### src/hdl/partition_request_splitter_macros.svh
// Assertion macros for the partition request splitter.
// Every macro samples on clk and is disabled while rst_n is low.
`ifndef PARTITION_REQUEST_SPLITTER_MACROS_SVH
`define PARTITION_REQUEST_SPLITTER_MACROS_SVH

// Check that a consequent holds in the same cycle as its trigger.
`define PRS_ASSERT_SAME(label, trig, cons) \
    label: assert property (@(posedge clk) disable iff (!rst_n) (trig) |-> (cons)) \
        else $error("partition_request_splitter: same-cycle check failed");

// Check that a consequent holds in the cycle after its trigger.
`define PRS_ASSERT_NEXT(label, trig, cons) \
    label: assert property (@(posedge clk) disable iff (!rst_n) (trig) |=> (cons)) \
        else $error("partition_request_splitter: next-cycle check failed");

`endif

### src/hdl/prs_pkg.sv
// Package for the partition request splitter: widths, payload types,
// sequencer states and shared adder types. No dependencies.
package prs_pkg;

    localparam int MAX_BATCH_SECTORS = 8;
    localparam int MAX_REQUEST_BYTES = 131072;
    localparam int MIN_SHIFT         = 9;
    localparam int MAX_SHIFT         = 12;

    localparam int OFFSET_W = 32;
    localparam int BASE_W   = 32;
    localparam int LENGTH_W = 48;
    localparam int SHIFT_W  = 4;
    localparam int COUNT_W  = 18;
    localparam int LBA_W    = 49;
    localparam int BATCH_W  = 4;
    localparam int SKIP_W   = 12;
    localparam int POS_W    = 17;
    localparam int COPY_W   = 16;
    localparam int TOT_W    = 18;
    localparam int SECT_W   =
        $clog2(((MAX_REQUEST_BYTES + 2 * (1 << MAX_SHIFT)) >> MIN_SHIFT) + 1);

    typedef struct packed {
        logic                operation;
        logic [OFFSET_W-1:0] byte_offset;
        logic [COUNT_W-1:0]  byte_count;
        logic [BASE_W-1:0]   partition_base;
        logic [LENGTH_W-1:0] partition_length;
        logic [SHIFT_W-1:0]  sector_shift;
    } req_t;

    typedef struct packed {
        logic               has_command;
        logic               read_first;
        logic [LBA_W-1:0]   command_lba;
        logic [BATCH_W-1:0] command_sectors;
        logic [SKIP_W-1:0]  buffer_skip;
        logic [POS_W-1:0]   caller_position;
        logic [COPY_W-1:0]  copy_bytes;
        logic [TOT_W-1:0]   total_bytes;
        logic               last;
    } cmd_t;

    typedef enum logic [3:0] {
        ST_IDLE,
        ST_LBA,
        ST_END,
        ST_SUM,
        ST_ROUND,
        ST_AVAIL,
        ST_CLIP,
        ST_TRIM,
        ST_LIMIT,
        ST_BATCH,
        ST_EMPTY
    } state_t;

    typedef struct packed {
        logic [LBA_W-1:0] a;
        logic [LBA_W-1:0] b;
        logic             sub;
    } alu_req_t;

    typedef struct packed {
        logic [LBA_W-1:0] result;
        logic             carry;
    } alu_rsp_t;

endpackage

### src/hdl/prs_alu.sv
// Shared add/subtract unit of the splitter sequencer.
// Depends on prs_pkg for operand and result types.
module prs_alu (
    input  prs_pkg::alu_req_t op,
    output prs_pkg::alu_rsp_t res
);

    logic [prs_pkg::LBA_W:0] sum;

    always_comb
    begin
        if (op.sub)
        begin
            sum = {1'b0, op.a} - {1'b0, op.b};
        end
        else
        begin
            sum = {1'b0, op.a} + {1'b0, op.b};
        end
        res.carry  = sum[prs_pkg::LBA_W];
        res.result = sum[prs_pkg::LBA_W-1:0];
    end

endmodule
### config.mk
export PLATFORM = sky130hd
export DESIGN_NAME = prs_alu
export DESIGN_NICKNAME = d
export VERILOG_FILES = /design/src/hdl/partition_request_splitter_macros.svh /design/src/hdl/prs_pkg.sv /design/src/hdl/prs_alu.sv
export SDC_FILE = /design/constraint.sdc
export NUM_CORES = 1
export LEC_CHECK = 0
export BUFFER_PORTS_ARGS = -buffer_cell sky130_fd_sc_hd__buf_2
export CORE_MARGIN = 2
export CORE_UTILIZATION = 36
export DETAILED_ROUTE_END_ITERATION = 10
export SYNTH_ARGS = -nofsm -noshare
export SYNTH_HDL_FRONTEND = slang
export SYNTH_SLANG_ARGS = --single-unit
### constraint.sdc
create_clock -name vclk -period 9.9
set_clock_uncertainty 0.2 [all_clocks]
set_input_delay 0.99 -clock vclk [all_inputs]
set_output_delay 0.99 -clock vclk [all_outputs]
set_load 0.02 [all_outputs]
==> results <==
- In the final layout, the share of cells above drive strength 1 is 0.252.
- Counting tap cells, the placed design contains a total of 827 instances.
- The number of different library cells used by synthesis comes to 70.
- When the netlist entered floorplanning its net count stood at approximately 710.
- At the worst endpoint, the arrival time is 5640 ps.
- For this configuration, the core starts out at a cell density of 0.373.
- The worst pin sits at a relative slew slack of 0.402.
- The number of buffer cells added on primary ports is 149.
- The synthesized instance count is 561.
- The finished layout holds 828 standard cells, fillers aside.
- The first-pass GRT wire length is approximately 20,000 µm.
- The number of hold buffers added after CTS was 0.
- Routability-driven placement finished with a final weighted congestion of 0.933.
- Based on the critical path, the design can be clocked at up to 146 MHz.
- Data on the critical path is required at its endpoint by 8710 ps.
- For the finished layout, the period the worst path requires is 6830 ps.
- Leaving out fill and tap cells, the most frequent cells in the layout are buf_2 (149), xnor2_1 (74), a21oi_1 (69).
- The final net count is 843.
- The cell row count is 37.
- Entering global routing, the biggest net connects 52 pins.
- The worst setup path is launched from an input pin.
- The flow ran to the end, and the final reports show no timing, DRC or antenna violations.
- Pin placement for this block handled 149 I/O pins.
- The cell area power density is 110 nW/µm².
- Across every metal layer, demand over resource in global routing totals 0.210.
- The start point of the critical path is op[4].
- The length of the first detailed-routing pass in iterations is 5.
- The floorplan die area is 11,600 µm².
- The via total after detailed routing is 4,600.
- The core region is around 10,000 µm².
- For this run the aggregate overflow at the end of global routing stands at 0.
- The total of clock buffers placed in the layout is 0.
- In this run the remaining antenna-violating nets after routing total 0.
- The max-slew violation count is 0.
- The area fraction of the dominant cell type after synthesis is 0.167.
- Buffers added to address setup during post-CTS repair amount to 0.
- Detailed placement ended at an HPWL of ~11,000 µm.
- The initial antenna violation count is 1.
- The final-report hold violation count is 0.
- The number of gates resized after cts is 0.
- For this design the static power due to leakage is around 2.2 nW.
- The via count of the first global-routing pass is 4,302.
- Of the synthesized area, sequential elements account for 0.
- Summing every instance area after synthesis gives about 3900 µm².
- In the routed layout, each cell is associated on average with a via count of 5.56.
- The total negative slack for setup checks is 0 ps.
- Relative to the synthesized area, the layout overhead comes to 21.6%.
- The worst hold path passes through 5 cells.
- The average wire per cell in the routed design is 15.4 µm.
- IR analysis of the VDD net gives a maximum drop of ~0.056 mV.
- The design has 0 sequential cells.
- Setup repair after global routing left no endpoint under its margin.
- Across the run, the number of max-cap violations was 0.
- The end point of the critical path is res[0].
- The register area is 0 µm².
- The wire length reported by the detailed router is 12,700 µm.
- The DRC violation total after the first TritonRoute iteration is roughly 250.
- Yosys printed 0 warnings.
- The die is 108 µm tall.
- In the post-synthesis netlist, the biggest area contributors are xnor2_1 (17%), ha_1 (16%), a21oi_1 (8.9%), nor2_1 (5.5%), a21o_1 (5.4%).
- The final cycle utilization of the critical path is 0.690.
- The worst setup path is captured at an output port.
- The sum of internal, switching and leakage power is 0.520 mW.
- For the pin with the worst max-slew slack, the measured transition is around 900 ps.
- The worst setup path is of the in -> out kind.
- The total setup violations reported at the end of the flow is 0.
- The die is 108 µm wide.
- Of all nets on the critical path, the largest fanout is 7.
- The worst hold path belongs to the class in -> out.
- The leading cell type in the layout, fill and taps excluded is buf_2.
- The average instance in the mapped netlist occupies 6.93 µm².
- The most area-hungry cell type in the Yosys netlist is xnor2_1.
- For this run, design rule violations remaining after detail routing come to 0.
==> final cells by class <==
cell class                      instances  area (µm²)
Tap cell                              136         170
Antenna cell                            1        2.50
Timing Repair Buffer                  149         746
Multi-Input combinational cell        522        3730
Fill cell                            1159        5690
Inverter                               20        75.1
==> power breakdown <==
part	internal, mW	leakage [nW]	switching [mW]
combinational	0.200	2.19	0.320
sequential	0	0	0
clock	0.0000000135	0.00000634	0
total	0.200	2.19	0.320
==> worst max-delay path: stages <==
cell,delay [ps]
buf_2,120
or3_4,390
nor3_2,140
nand2b_1,130
or3_1,360
or2_4,270
nor2_1,160
and3b_1,230
a21oi_1,90
xnor2_1,180
ha_1,400
and3_2,270
nand4_2,170
o2bb2ai_1,210
a22oi_1,150
o31ai_4,110
a21oi_2,180
or4b_4,570
a41oi_2,200
xnor2_1,140
buf_2,190
==> kinds of logic (layout without fill, tap and decap cells) <==
family          after synthesis  count (layout)  share of synthesized area
other cells                   0               1                          0
buf+inv                      39             169                     0.0399
simple gates                188             188                      0.260
mux                           1               1                    0.00258
xor+xnor                     92              92                      0.207
fa+ha+maj                    51              51                      0.166
compound gates              190             190                      0.324
==> Yosys cell counts (12+ instances only) <==
library cell / count
o21ai_0: 20
ha_1: 50
nor2_1: 57
xor2_1: 18
nor3_1: 18
nand2_1: 31
inv_1: 18
nand4_1: 12
xnor2_1: 74
clkbuf_1: 12
a21oi_1: 69
a21o_1: 28
==> per-stage QoR <==
stage               setup WS [ps]   util  area (µm²)  hold WS [ps]
finish                       3070  0.453        4720          2200
global route                 2760  0.453        4720          2230
CTS                          3060  0.453        4720          2210
detailed placement           3080  0.453        4720          2210
floorplan                    3630      -        3880          1970
global placement             3190  0.453        4720          2200
==> per-layer routing <==
metal,track usage,wire (µm),vias to the layer above
met5,0,0,-
met4,0.0302,194,0
met3,0.0206,843,18
met2,0.349,5720,155
met1,0.299,5980,2086
li1,-,-,2341
==> worst min path at each step <==
stage | to | startpoint | slack (ps)
6_report | res[1] | op[50] | 2200
5_1_grt | res[1] | op[50] | 2230
4_1_cts | res[1] | op[50] | 2210
3_5_place_dp | res[1] | op[50] | 2210
3_3_place_gp | res[1] | op[50] | 2200
2_1_floorplan | res[1] | op[1] | 1970
(Power assumes the default switching activity.)
